### src/design/lcg_next_value_predictor_assert.svh
// Assertion macros used by the LCG predictor controller.
`ifndef LCG_NEXT_VALUE_PREDICTOR_ASSERT_SVH
`define LCG_NEXT_VALUE_PREDICTOR_ASSERT_SVH
`ifndef NO_ASSERTIONS
`define LCG_ASSERT(lbl, clk, rstn, prop) \
  lbl: assert property (@(posedge clk) disable iff (!rstn) (prop)) \
    else $error("assertion failed");
`define LCG_ASSERT_NEVER(lbl, clk, rstn, expr) \
  lbl: assert property (@(posedge clk) disable iff (!rstn) !(expr)) \
    else $error("forbidden condition seen");
`else
`define LCG_ASSERT(lbl, clk, rstn, prop)
`define LCG_ASSERT_NEVER(lbl, clk, rstn, expr)
`endif
`endif

### src/design/lcgp_pkg.sv
// Shared types and constants of the LCG next-value predictor.
package lcgp_pkg;

  localparam int unsigned FIELD_W = 31;

  typedef enum logic [2:0] {
    S_IDLE,
    S_CHECK,
    S_INV,
    S_LOAD,
    S_MUL,
    S_STORE,
    S_DONE
  } ctl_state_e;

  typedef enum logic [2:0] {
    OP_R0R2,
    OP_R1R1,
    OP_C,
    OP_A,
    OP_P
  } mul_op_e;

  typedef struct packed {
    logic    shift_in;
    logic    start;
    logic    inv_step;
    logic    mul_load;
    logic    mul_step;
    logic    mul_store;
    logic    out_load;
    mul_op_e op;
  } dp_cmd_t;

  typedef struct packed {
    logic d_odd;
  } dp_sts_t;

endpackage

### src/design/lcgp_dp.sv
// Datapath: observation window, bit-serial inverse, radix-4 serial multiplier.
module lcgp_dp #(
  parameter int unsigned W = 31
) (
  input  logic                                clk_i,
  input  logic                                rst_ni,
  input  lcgp_pkg::dp_cmd_t                   cmd_i,
  output lcgp_pkg::dp_sts_t                   sts_o,
  input  logic [lcgp_pkg::FIELD_W-1:0]        obs_i,
  output logic [lcgp_pkg::FIELD_W-1:0]        pred_o,
  output logic [lcgp_pkg::FIELD_W-1:0]        mult_o,
  output logic [lcgp_pkg::FIELD_W-1:0]        incr_o,
  output logic                                noinv_o
);
  import lcgp_pkg::*;

  logic [W-1:0] r0_q, r1_q, r2_q;
  logic [W-1:0] x_q, t_q, ds_q, m_q;
  logic [W-1:0] mc_q, b_q, acc_q;
  logic [W-1:0] tmp_q, a_q, c_q, p_q;
  logic         noinv_q;
  logic [FIELD_W+W-1:0] obs_ext;
  logic [W-1:0] obs_w, diff_d, acc_next;
  logic [FIELD_W+W-1:0] p_ext, a_ext, c_ext;

  assign obs_ext  = {{W{1'b0}}, obs_i};
  assign obs_w    = obs_ext[W-1:0];
  assign diff_d   = r0_q - r1_q;
  assign sts_o.d_odd = diff_d[0];
  assign acc_next = acc_q + (b_q[0] ? mc_q : '0) + (b_q[1] ? {mc_q[W-2:0], 1'b0} : '0);

  always_ff @(posedge clk_i or negedge rst_ni) begin
    if (!rst_ni) begin
      r0_q <= '0;
      r1_q <= '0;
      r2_q <= '0;
    end else if (cmd_i.shift_in) begin
      r0_q <= r1_q;
      r1_q <= r2_q;
      r2_q <= obs_w;
    end
  end

  always_ff @(posedge clk_i) begin
    if (cmd_i.start) begin
      x_q     <= W'(1);
      t_q     <= diff_d;
      ds_q    <= {diff_d[W-2:0], 1'b0};
      m_q     <= W'(2);
      noinv_q <= ~diff_d[0];
      a_q     <= '0;
      c_q     <= '0;
      p_q     <= '0;
    end else if (cmd_i.inv_step) begin
      // Set this bit of the inverse when the running product shows a one there.
      if (|(t_q & m_q)) begin
        x_q <= x_q | m_q;
        t_q <= t_q + ds_q;
      end
      ds_q <= {ds_q[W-2:0], 1'b0};
      m_q  <= {m_q[W-2:0], 1'b0};
    end

    if (cmd_i.mul_load) begin
      acc_q <= '0;
      case (cmd_i.op)
        OP_R0R2: begin mc_q <= r0_q;        b_q <= r2_q; end
        OP_R1R1: begin mc_q <= r1_q;        b_q <= r1_q; end
        OP_C:    begin mc_q <= tmp_q;       b_q <= x_q;  end
        OP_A:    begin mc_q <= r1_q - r2_q; b_q <= x_q;  end
        default: begin mc_q <= a_q;         b_q <= r2_q; end
      endcase
    end else if (cmd_i.mul_step) begin
      acc_q <= acc_next;
      mc_q  <= {mc_q[W-3:0], 2'b00};
      b_q   <= {2'b00, b_q[W-1:2]};
    end

    if (cmd_i.mul_store) begin
      case (cmd_i.op)
        OP_R0R2: tmp_q <= acc_q;
        OP_R1R1: tmp_q <= tmp_q - acc_q;
        OP_C:    c_q   <= acc_q;
        OP_A:    a_q   <= acc_q;
        default: p_q   <= acc_q + c_q;
      endcase
    end

    if (cmd_i.out_load) begin
      pred_o  <= p_ext[FIELD_W-1:0];
      mult_o  <= a_ext[FIELD_W-1:0];
      incr_o  <= c_ext[FIELD_W-1:0];
      noinv_o <= noinv_q;
    end
  end

  assign p_ext = {{FIELD_W{1'b0}}, p_q};
  assign a_ext = {{FIELD_W{1'b0}}, a_q};
  assign c_ext = {{FIELD_W{1'b0}}, c_q};

endmodule

### src/design/lcgp_ctrl.sv
// Controller: fill tracking, step sequencing and output register handshake.
`include "lcg_next_value_predictor_assert.svh"
module lcgp_ctrl #(
  parameter int unsigned W = 31
) (
  input  logic              clk_i,
  input  logic              rst_ni,
  input  logic              in_valid_i,
  output logic              in_ready_o,
  output logic              out_valid_o,
  input  logic              out_ready_i,
  output lcgp_pkg::dp_cmd_t cmd_o,
  input  lcgp_pkg::dp_sts_t sts_i
);
  import lcgp_pkg::*;

  localparam int unsigned CW      = $clog2(W);
  localparam int unsigned MUL_CYC = (W + 1) / 2;

  ctl_state_e    state_q, state_d;
  mul_op_e       op_q, op_d;
  logic [CW-1:0] cnt_q, cnt_d;
  logic [1:0]    fill_q, fill_d;
  logic          ovalid_q, ovalid_d;
  logic          accept, out_free;

  assign accept   = in_valid_i && in_ready_o;
  assign out_free = !ovalid_q || out_ready_i;
  assign in_ready_o  = (state_q == S_IDLE);
  assign out_valid_o = ovalid_q;

  always_comb begin
    state_d = state_q;
    op_d    = op_q;
    cnt_d   = cnt_q;
    fill_d  = fill_q;
    unique case (state_q)
      S_IDLE: begin
        if (accept) begin
          if (fill_q != 2'd3) fill_d = fill_q + 2'd1;
          if (fill_q >= 2'd2) state_d = S_CHECK;
        end
      end
      S_CHECK: begin
        op_d  = OP_R0R2;
        cnt_d = CW'(W - 2);
        state_d = sts_i.d_odd ? S_INV : S_DONE;
      end
      S_INV: begin
        cnt_d = cnt_q - 1'b1;
        if (cnt_q == '0) state_d = S_LOAD;
      end
      S_LOAD: begin
        cnt_d   = CW'(MUL_CYC - 1);
        state_d = S_MUL;
      end
      S_MUL: begin
        cnt_d = cnt_q - 1'b1;
        if (cnt_q == '0) state_d = S_STORE;
      end
      S_STORE: begin
        if (op_q == OP_P) begin
          state_d = S_DONE;
        end else begin
          op_d    = mul_op_e'(op_q + 3'd1);
          state_d = S_LOAD;
        end
      end
      S_DONE: begin
        if (out_free) state_d = S_IDLE;
      end
      default: state_d = S_IDLE;
    endcase
  end

  always_comb begin
    cmd_o           = '0;
    cmd_o.op        = op_q;
    cmd_o.shift_in  = accept;
    cmd_o.start     = (state_q == S_CHECK);
    cmd_o.inv_step  = (state_q == S_INV);
    cmd_o.mul_load  = (state_q == S_LOAD);
    cmd_o.mul_step  = (state_q == S_MUL);
    cmd_o.mul_store = (state_q == S_STORE);
    cmd_o.out_load  = (state_q == S_DONE) && out_free;
  end

  always_comb begin
    ovalid_d = ovalid_q;
    if (out_ready_i) ovalid_d = 1'b0;
    if (cmd_o.out_load) ovalid_d = 1'b1;
  end

  always_ff @(posedge clk_i or negedge rst_ni) begin
    if (!rst_ni) begin
      state_q  <= S_IDLE;
      op_q     <= OP_R0R2;
      cnt_q    <= '0;
      fill_q   <= '0;
      ovalid_q <= 1'b0;
    end else begin
      state_q  <= state_d;
      op_q     <= op_d;
      cnt_q    <= cnt_d;
      fill_q   <= fill_d;
      ovalid_q <= ovalid_d;
    end
  end

  `LCG_ASSERT(a_check_full, clk_i, rst_ni, (state_q == S_CHECK) |-> (fill_q == 2'd3))
  `LCG_ASSERT(a_inv_exit, clk_i, rst_ni, (state_q == S_INV) |=> (state_q == S_INV || state_q == S_LOAD))
  `LCG_ASSERT_NEVER(a_no_overwrite, clk_i, rst_ni, cmd_o.out_load && ovalid_q && !out_ready_i)

endmodule

### src/design/lcg_next_value_predictor.sv
// Top level of the LCG next-value predictor: stream ports, controller and datapath.
// Once three observations are held, a new observation is taken only after the result of the last
// is loaded into the output register, so output stalls hold the input; while filling, one a cycle.
// With no inverse the inverse and the products are skipped and the result flags no_inverse.
// The time is set by a bit-serial inverse (one bit a cycle) and five radix-4 serial products.
// Reset is asynchronous and active low; it empties the observation window and the output stage.
module lcg_next_value_predictor #(
  parameter int unsigned MOD_BITS = 31
) (
  input  logic        clk_i,
  input  logic        rst_ni,
  input  logic        s_axis_tvalid_i,
  output logic        s_axis_tready_o,
  input  logic [31:0] s_axis_tdata_i,  // [30:0] observed_value, [31] zero pad
  output logic        m_axis_tvalid_o,
  input  logic        m_axis_tready_i,
  output logic [95:0] m_axis_tdata_o,  // [30:0] predicted_next, [61:31] recovered_multiplier,
                                       // [92:62] recovered_increment, [95:93] zero pad
  output logic [0:0]  m_axis_tuser_o   // [0] no_inverse
);
  import lcgp_pkg::*;

  dp_cmd_t              cmd;
  dp_sts_t              sts;
  logic [FIELD_W-1:0]   pred, mult, incr;
  logic                 noinv;

  // The controller walks each transaction through the check and, for an odd difference, the inverse and the products.
  lcgp_ctrl #(.W(MOD_BITS)) u_ctrl (
    .clk_i       (clk_i),
    .rst_ni      (rst_ni),
    .in_valid_i  (s_axis_tvalid_i),
    .in_ready_o  (s_axis_tready_o),
    .out_valid_o (m_axis_tvalid_o),
    .out_ready_i (m_axis_tready_i),
    .cmd_o       (cmd),
    .sts_i       (sts)
  );

  // The datapath holds the window, the results and the output register.
  lcgp_dp #(.W(MOD_BITS)) u_dp (
    .clk_i   (clk_i),
    .rst_ni  (rst_ni),
    .cmd_i   (cmd),
    .sts_o   (sts),
    .obs_i   (s_axis_tdata_i[FIELD_W-1:0]),
    .pred_o  (pred),
    .mult_o  (mult),
    .incr_o  (incr),
    .noinv_o (noinv)
  );

  assign m_axis_tdata_o = {3'b000, incr, mult, pred};
  assign m_axis_tuser_o = noinv;

endmodule

### config.mk
export PLATFORM = sky130hd
export DESIGN_NAME = lcg_next_value_predictor
export DESIGN_NICKNAME = d
export VERILOG_FILES = /design/src/design/lcgp_pkg.sv /design/src/design/lcgp_dp.sv /design/src/design/lcgp_ctrl.sv /design/src/design/lcg_next_value_predictor.sv
export VERILOG_INCLUDE_DIRS = /design/src /design/src/design
export SDC_FILE = /design/constraint.sdc
export NUM_CORES = 1
export LEC_CHECK = 0
export BUFFER_PORTS_ARGS = -buffer_cell sky130_fd_sc_hd__buf_2
export CORE_ASPECT_RATIO = 1.2
export CORE_UTILIZATION = 67
export CTS_CLUSTER_SIZE = 8
export DETAILED_ROUTE_END_ITERATION = 8
export PLACE_DENSITY = 0.84
export REMOVE_ABC_BUFFERS = 1
export SYNTH_ARGS = -nofsm -noshare
export SYNTH_HDL_FRONTEND = slang
export SYNTH_SLANG_ARGS = --single-unit
export TNS_END_PERCENT = 100
### constraint.sdc
create_clock -name clk_i -period 9.6 [get_ports clk_i]
set_clock_uncertainty 0.05 [all_clocks]
set_input_delay 0.96 -clock clk_i [delete_from_list [all_inputs] [get_ports clk_i]]
set_output_delay 0.96 -clock clk_i [all_outputs]
set_load 0.005 [all_outputs]
==> results.py, run 1 <==
metrics = {
    "detailed_routing": {
        "drtAntennaViolNets": 0,
        "viasPerCell": 6.40,
        "drt_pre_antenna_iters": 9,
        "dr.first_iter.drc_count": 2419,
        "routed-via-count": 25700,
        "wl_per_cell_um": 20.5,
        "routed_wl_mm": 82.4,
        "remaining_drc_errors": 0,
    },
    "floorplanning": {
        "fp.dieW_um": 197,
        "coreArea_mm2": 0.0449,
        "fp.dieH_um": 236,
        "ios": 135,
        "dieArea_mm2": 0.0464,
        "num_rows": 85,
        "start_util_pct": 68.0,
    },
    "sta": {
        "setup_tns_ns": 0,
        "finalHoldViolations": 0,
        "slew_headroom_pct": 26.0,
        "slew_violations": 0,
        "period_needed_ns": 4.83,
        "fmaxAchievable_mhz": 207,
        "whs_ns": 0.282,
        "fin_crit_sh_pct": 50.3,
        "setup_violations": 0,
        "rsz0062_at_grt": "no",
        "tightestPinTransition_ns": 1.11,
    },
    "layout": {
        "diodes": 0,
        "multi_input_area_mm2": 0.0154,
        "syn_to_final_growth_pct": 11.1,
        "drive_gt1_share_pct": 8.85,
        "regArea_mm2": 0.0138,
        "nFillCells": 3117,
        "fin_nets": 3607,
        "final_cell_count_no_fill": 4020,
        "final_util_pct": 75.5,
    },
    "clocking": {
        "htreeDepth": 3,
        "clock_latency_ns": 0.62,
        "cts_setup_buffers": 0,
        "clkTransAtPathRegs_ns": 0.05,
        "cts_tree": "done",
        "cts_resized": 0,
        "clockBufferDepth": 3,
        "cts_root_buffer": "clkbuf_16",
        "clock_sinks": 539,
        "postCtsHoldBufs": 0,
        "numCtsBuffers": 77,
    },
    "power_and_ir_drop": {
        "p_seq_share_pct": 28.2,
        "p_int_uw": 7780,
        "power.switching_uw": 6260,
        "vdd_ir_drop_max_mv": 0.312,
        "p_leak_uw": 0.0145,
        "p_comb_share_pct": 53.5,
        "clkPwrFrac_pct": 18.3,
        "sw_frac_of_total_pct": 44.6,
        "p_per_area_mw_per_mm2": 414,
    },
    "global_route": {
        "track_usage_pct": 35.6,
        "grt_pass1_wl_mm": 130,
        "antenna_found_initial": 0,
        "grt_overflow_total": 0,
        "grt_pass1_vias": 24800,
        "grt_max_degree": 104,
    },
    "synth": {
        "synthArstFlopShare_pct": 19.9,
        "synth_top_area_share_pct": 24.4,
        "synth-warning-count": 0,
        "netlist_instances": 3265,
        "synthTopCellsByArea": "edfxtp_1, dfxtp_1, dfrtp_1, ha_1, nand2_1",
        "yosysTopAreaCell": "edfxtp_1",
        "ys_seq_elements": 539,
        "synth.distinct_cells": 89,
        "seq_area_frac_synth_pct": 45.2,
        "synth-main-ff-cell": "edfxtp_1",
        "synth_edf_count": 248,
        "postSynthAreaPerCell_um2": 9.35,
        "syn-cell-area_mm2": 0.0305,
    },
    "critical_path": {
        "crit_type": "reg -> reg",
        "crit_path_start_kind": "register",
        "crit_required_ns": 10.03,
        "endpoint_kind": "register",
        "crit_arrival_ns": 5.26,
        "path_max_fanout": 31,
    },
    "placed_design": {
        "hpwlAfterDp_mm": 57.8,
        "gp_congestion": 0.967,
        "placed_cells_incl_taps": 3878,
        "portBuffers": 130,
    },
    "min_path": {
        "hold_path.class": "in -> async",
    },
    "job": {
        "maxCapViolations": 0,
    },
    "run_status": {
        "status": "finished, final reports clean",
    },
}
[logic make-up (layout without fill, tap and decap cells)]
family | after synthesis | count (layout) | share of synthesized area [%]
compound gates | 1034 | 1034 | 22.0
other cells | 1 | 3 | 0.0123
mux | 14 | 14 | 0.476
simple gates | 940 | 940 | 13.5
xor+xnor | 143 | 143 | 4.10
fa+ha+maj | 223 | 223 | 10.0
flops | 539 | 539 | 45.2
buf+inv | 371 | 515 | 4.60
[final timing paths]
kind                                                     to                    from  slack, ns  cells after the start
worst min register to register       u_dp.noinv_o$_DFFE_PP_  u_dp.noinv_q$_DFFE_PP_       0.37                      0
max in group asynchronous         u_dp.r0_q[30]$_DFFE_PN0P_                  rst_ni       7.92                      2
min in group clk_i                   u_dp.noinv_o$_DFFE_PP_  u_dp.noinv_q$_DFFE_PP_       0.37                      0
worst max register to register  u_dp.acc_q[29]$_SDFFE_PP0P_   u_dp.b_q[0]$_DFFE_PP_       4.77                     16
worst min-delay path               u_dp.r0_q[2]$_DFFE_PN0P_                  rst_ni       0.28                      1
worst max-delay path            u_dp.acc_q[29]$_SDFFE_PP0P_   u_dp.b_q[0]$_DFFE_PP_       4.77                     16
[state kept, by name (all words and copies together), names as in the netlist, 30 cells and up]
register,flops
u_dp.a_q,31
u_dp.mult_o,31
u_dp.mc_q,31
u_dp.c_q,31
u_dp.b_q,31
u_dp.ds_q,30
u_dp.r0_q,31
u_dp.incr_o,31
u_dp.r1_q,31
u_dp.tmp_q,31
u_dp.m_q,30
u_dp.p_q,31
u_dp.pred_o,31
u_dp.r2_q,31
u_dp.t_q,30
u_dp.x_q,30
u_dp.acc_q,31
[cell usage after synthesis, types with 10 or more instances]
cell      instances
a22o_1           65
clkbuf_1        138
nand2b_1         29
mux2i_1          10
or3_1            15
nand4_1          13
nor2b_1          24
nor3_1           41
xor2_1           57
and3_1           25
a211oi_1         18
a22oi_1          45
dfrtp_1         107
nor2_1          149
nand3_1          89
a21o_1          107
o21ai_0         353
inv_1           212
a221oi_1         36
buf_1            17
o21bai_1         23
fa_1             35
and2_1           10
ha_1            188
o211ai_1         11
a21oi_1         174
dfxtp_1         184
o21a_1           19
o31ai_1          16
xnor2_1          86
nand2_1         506
a31oi_1          50
nand3b_1         10
edfxtp_1        248
o22ai_1          18
[worst max-delay path, stage by stage (launching register included)]
cell       delay, ns
edfxtp_1        1.04
nand2_1         0.23
fa_1            0.53
inv_1           0.07
ha_1            0.18
inv_1           0.08
fa_1            0.45
nor2b_1         0.19
o2111ai_1       0.15
nand3_1         0.16
a21oi_1         0.17
o311a_1         0.43
o211ai_1        0.33
nand2_1         0.16
o21ai_0         0.23
xnor2_1         0.14
a21oi_1         0.08
[final cells by class]
type                       instances  share of cell area (%)
clock inverter                     5                   0.144
sequential                       539                    40.7
timing repair buffer             160                    2.59
clock buffer                     137                    6.54
multi-input combinational       2357                    45.4
tap                              609                    2.25
inverter                         213                    2.36
[metal layers]
layer | global-route usage (%) | wire, um | up-vias
met5 | 0 | 0 | -
met4 | 20.7 | 4590 | 0
met3 | 4.90 | 6800 | 271
met2 | 58.1 | 38800 | 1314
met1 | 45.4 | 32200 | 12200
li1 | - | - | 11900
[power groups by stage]
stage,Clock (uW),Sequential (uW),Combinational [uW]
detailed placement,0,3960,7240
global placement,0,3930,6940
global route,2670,4010,8260
CTS,2580,3930,7350
floorplan,0,3760,5490
finish,2570,3960,7510
[cell usage in the layout (no fill, tap or decap), types with 65 or more instances in the layout]
master	count
inv_1	211
ha_1	188
a22o_1	65
clkbuf_16	80
dfrtp_1	107
o21ai_0	353
edfxtp_1	248
dfxtp_1	184
nand2_1	503
nand3_1	87
a21o_1	107
nor2_1	147
a21oi_1	174
buf_2	129
xnor2_1	86
[stage by stage]
step | cell area [um2] | setup slack, ns | power (uW)
after floorplan | 29900 | 2.32 | 9250
after global placement | 31600 | 5.03 | 10900
after detailed placement | 31600 | 4.95 | 11200
after CTS | 33900 | 4.85 | 13900
after global routing | 33900 | 4.50 | 14900
final | 33900 | 4.77 | 14000
Note: power is estimated with default switching activity, not from simulation.
==> run 2, diff against run 1 <==
--- a/config.mk
+++ b/config.mk
@@ -8,10 +8,10 @@
 export LEC_CHECK = 0
 export BUFFER_PORTS_ARGS = -buffer_cell sky130_fd_sc_hd__buf_2
 export CORE_ASPECT_RATIO = 1.2
-export CORE_UTILIZATION = 67
+export CORE_UTILIZATION = 63
 export CTS_CLUSTER_SIZE = 8
 export DETAILED_ROUTE_END_ITERATION = 8
-export PLACE_DENSITY = 0.84
+export PLACE_DENSITY = 0.79
 export REMOVE_ABC_BUFFERS = 1
 export SYNTH_ARGS = -nofsm -noshare
 export SYNTH_HDL_FRONTEND = slang
==> constraint.sdc (replaced) <==
create_clock -name clk_i -period 5 [get_ports clk_i]
set_clock_uncertainty 0.05 [all_clocks]
set_input_delay 0.5 -clock clk_i [delete_from_list [all_inputs] [get_ports clk_i]]
set_output_delay 0.5 -clock clk_i [all_outputs]
set_load 0.005 [all_outputs]
==> run 2 against run 1 <==
- first-iteration DRC count down 26%
- wire length is 0.95% higher
- cell count up 0.85%
- clock power increased by 92%
- sequential power increased by 91%
- combinational power up 92%
- global-route usage is 1.6 points lower
- final area grew 0.50%
- register-to-register slack worse by 3.9 ns
- power increased by 91%
- largest cell class unchanged
- highest routed layer unchanged
==> results.py, run 2 (synthesis results as in run 1) <==
metrics = {
    "run_status": {
        "status": "finished, final reports clean",
    },
    "critical_path": {
        "path_common_cell": "inv_1",
        "crit_chain": "inv_1 -> fa_1 -> inv_1 -> ha_1 -> inv_1 -> fa_1 -> nor2b_1 -> o2111ai_1 -> nand3_1 -> a21oi_1 -> o311a_1 -> o211ai_1 -> nand2_1 -> o21ai_0 -> xnor2_1 -> a21oi_1",
        "cp_slowest_stage_delay_ns": 0.50,
        "crit_arrival_ns": 4.56,
        "critPathSlowestCell": "fa_1",
        "r2r_end": "u_dp.acc_q[29]$_SDFFE_PP0P_",
        "path_max_fanout": 5,
        "ff2ff_setup_slack_ns": 0.88,
        "endpoint_kind": "register",
        "crit_type": "reg -> reg",
        "reg2regPathDepth": 16,
        "reg2reg_from": "u_dp.acc_q[1]$_SDFFE_PP0P_",
        "crit_required_ns": 5.43,
        "crit_path_start_kind": "register",
    },
    "floorplanning": {
        "dieArea_mm2": 0.0493,
        "num_rows": 88,
        "start_util_pct": 63.7,
        "ios": 135,
        "coreArea_mm2": 0.0479,
        "fp.dieH_um": 243,
        "fp.dieW_um": 203,
    },
    "clocking": {
        "cts_setup_buffers": 0,
        "clock_latency_ns": 0.63,
        "cts_tree": "done",
        "htreeDepth": 3,
        "clock_sinks": 539,
        "postCtsHoldBufs": 1,
        "clockBufferDepth": 3,
        "cts_resized": 0,
        "cts_root_buffer": "clkbuf_16",
        "clkTransAtPathRegs_ns": 0.06,
        "numCtsBuffers": 77,
    },
    "detailed_routing": {
        "remaining_drc_errors": 0,
        "wl_per_cell_um": 20.5,
        "viasPerCell": 6.23,
        "routed_wl_mm": 83.2,
        "dr.first_iter.drc_count": 1797,
        "drt_pre_antenna_iters": 6,
        "routed-via-count": 25300,
        "drtAntennaViolNets": 0,
    },
    "layout": {
        "final_common_cell": "nand2_1",
        "final_area_mm2": 0.0341,
        "drive_gt1_share_pct": 9.14,
        "syn_to_final_growth_pct": 11.6,
        "final_util_pct": 71.1,
        "final_cell_mix": "nand2_1, o21ai_0, edfxtp_1",
        "diodes": 0,
        "fin_nets": 3620,
    },
    "global_route": {
        "grt_pass1_wl_mm": 131,
        "track_usage_pct": 33.9,
        "grt_overflow_total": 0,
        "grt_max_degree": 95,
        "grt_pass1_vias": 24600,
        "antenna_found_initial": 0,
    },
    "job": {
        "maxCapViolations": 0,
    },
    "sta": {
        "setup_violations": 0,
        "period_needed_ns": 4.12,
        "tightestPinTransition_ns": 1.12,
        "finalHoldViolations": 0,
        "slew_headroom_pct": 24.8,
        "fin_crit_sh_pct": 82.5,
        "slew_violations": 0,
        "fmaxAchievable_mhz": 243,
        "rsz0062_at_grt": "no",
    },
    "power_and_ir_drop": {
        "p_comb_share_pct": 53.4,
        "power.switching_uw": 11900,
        "sw_frac_of_total_pct": 44.2,
        "p_int_uw": 15000,
        "p_total_uw": 26900,
        "p_per_area_mw_per_mm2": 789,
        "p_leak_uw": 0.0145,
        "p_seq_share_pct": 28.2,
        "clkPwrFrac_pct": 18.4,
        "vdd_ir_drop_max_mv": 0.620,
    },
    "min_path": {
        "min_from": "s_axis_tdata_i[0]",
        "hold_path.class": "in -> reg",
        "whs_endpoint": "u_dp.r2_q[0]$_DFFE_PN0P_",
        "hold_path_depth": 3,
    },
    "placed_design": {
        "gp_congestion": 0.953,
        "portBuffers": 130,
        "placed_cell_area_mm2": 0.0318,
        "hpwlAfterDp_mm": 59.7,
    },
}
-- run 2: area by class of cell --
| cell class | count | area, um2 |
|---|---|---|
| inverters | 213 | 800 |
| multi-input cells | 2357 | 15400 |
| repair buffers | 173 | 1020 |
| flip-flops and latches | 539 | 13800 |
| clock inverters | 4 | 50.0 |
| well taps | 630 | 788 |
| clock buffers | 138 | 2220 |
| fillers | 3559 | 13800 |
-- run 2: through the flow --
stage / hold WS (ns) / instances / setup slack, ns / TNS (ns)
after floorplan: 0.154 / 3109 / -2.28 / -152.96
after global placement: 0.355 / 3911 / 0.952 / 0
after detailed placement: 0.361 / 3911 / 0.919 / 0
after CTS: 0.00564 / 4054 / 0.880 / 0
after global routing: 0.0482 / 4054 / 0.525 / 0
final: 0.0222 / 4054 / 0.876 / 0
-- run 2: worst max path at each step --
| stage | slack, ns | from | cells after the start | to |
|---|---|---|---|---|
| after detailed placement | 0.92 | u_dp.acc_q[1]$_SDFFE_PP0P_ | 16 | u_dp.acc_q[29]$_SDFFE_PP0P_ |
| after global placement | 0.95 | u_dp.acc_q[1]$_SDFFE_PP0P_ | 16 | u_dp.acc_q[29]$_SDFFE_PP0P_ |
| after global routing | 0.53 | u_dp.acc_q[1]$_SDFFE_PP0P_ | 16 | u_dp.acc_q[29]$_SDFFE_PP0P_ |
| after floorplan | -2.28 | u_ctrl.state_q[2]$_DFFE_PN0P_ | 5 | u_dp.ds_q[10]$_DFFE_PP_ |
| after CTS | 0.88 | u_dp.acc_q[1]$_SDFFE_PP0P_ | 16 | u_dp.acc_q[29]$_SDFFE_PP0P_ |
| final | 0.88 | u_dp.acc_q[1]$_SDFFE_PP0P_ | 16 | u_dp.acc_q[29]$_SDFFE_PP0P_ |
-- run 2: per-layer routing --
metal / track usage [%] / vias up / part of all wire (%)
li1: - / 11900 / -
met1: 42.5 / 12100 / 40
met2: 57.5 / 1011 / 49
met3: 4.39 / 212 / 7.1
met4: 17.2 / 0 / 4.7
met5: 0 / - / 0
-- run 2: critical path, delay by kind of cell, from the launching register on --
family,cells,cell delay (ns)
and+or+nand+nor,3,0.48
xor gates and xnor gates,1,0.14
DFF,1,0.44
buffers and inverters,3,0.34
adders and majority gates,3,1.17
AOI/OAI and AO/OA,6,1.37
-- run 2: power by group through the flow --
| stage | Clock (uW) | Combinational, uW | Sequential (uW) |
|---|---|---|---|
| 2_1_floorplan | 0 | 10500 | 7220 |
| 3_3_place_gp | 0 | 13600 | 7530 |
| 3_5_place_dp | 0 | 14000 | 7600 |
| 4_1_cts | 4970 | 14200 | 7540 |
| 5_1_grt | 5150 | 15900 | 7700 |
| 6_report | 4930 | 14400 | 7580 |
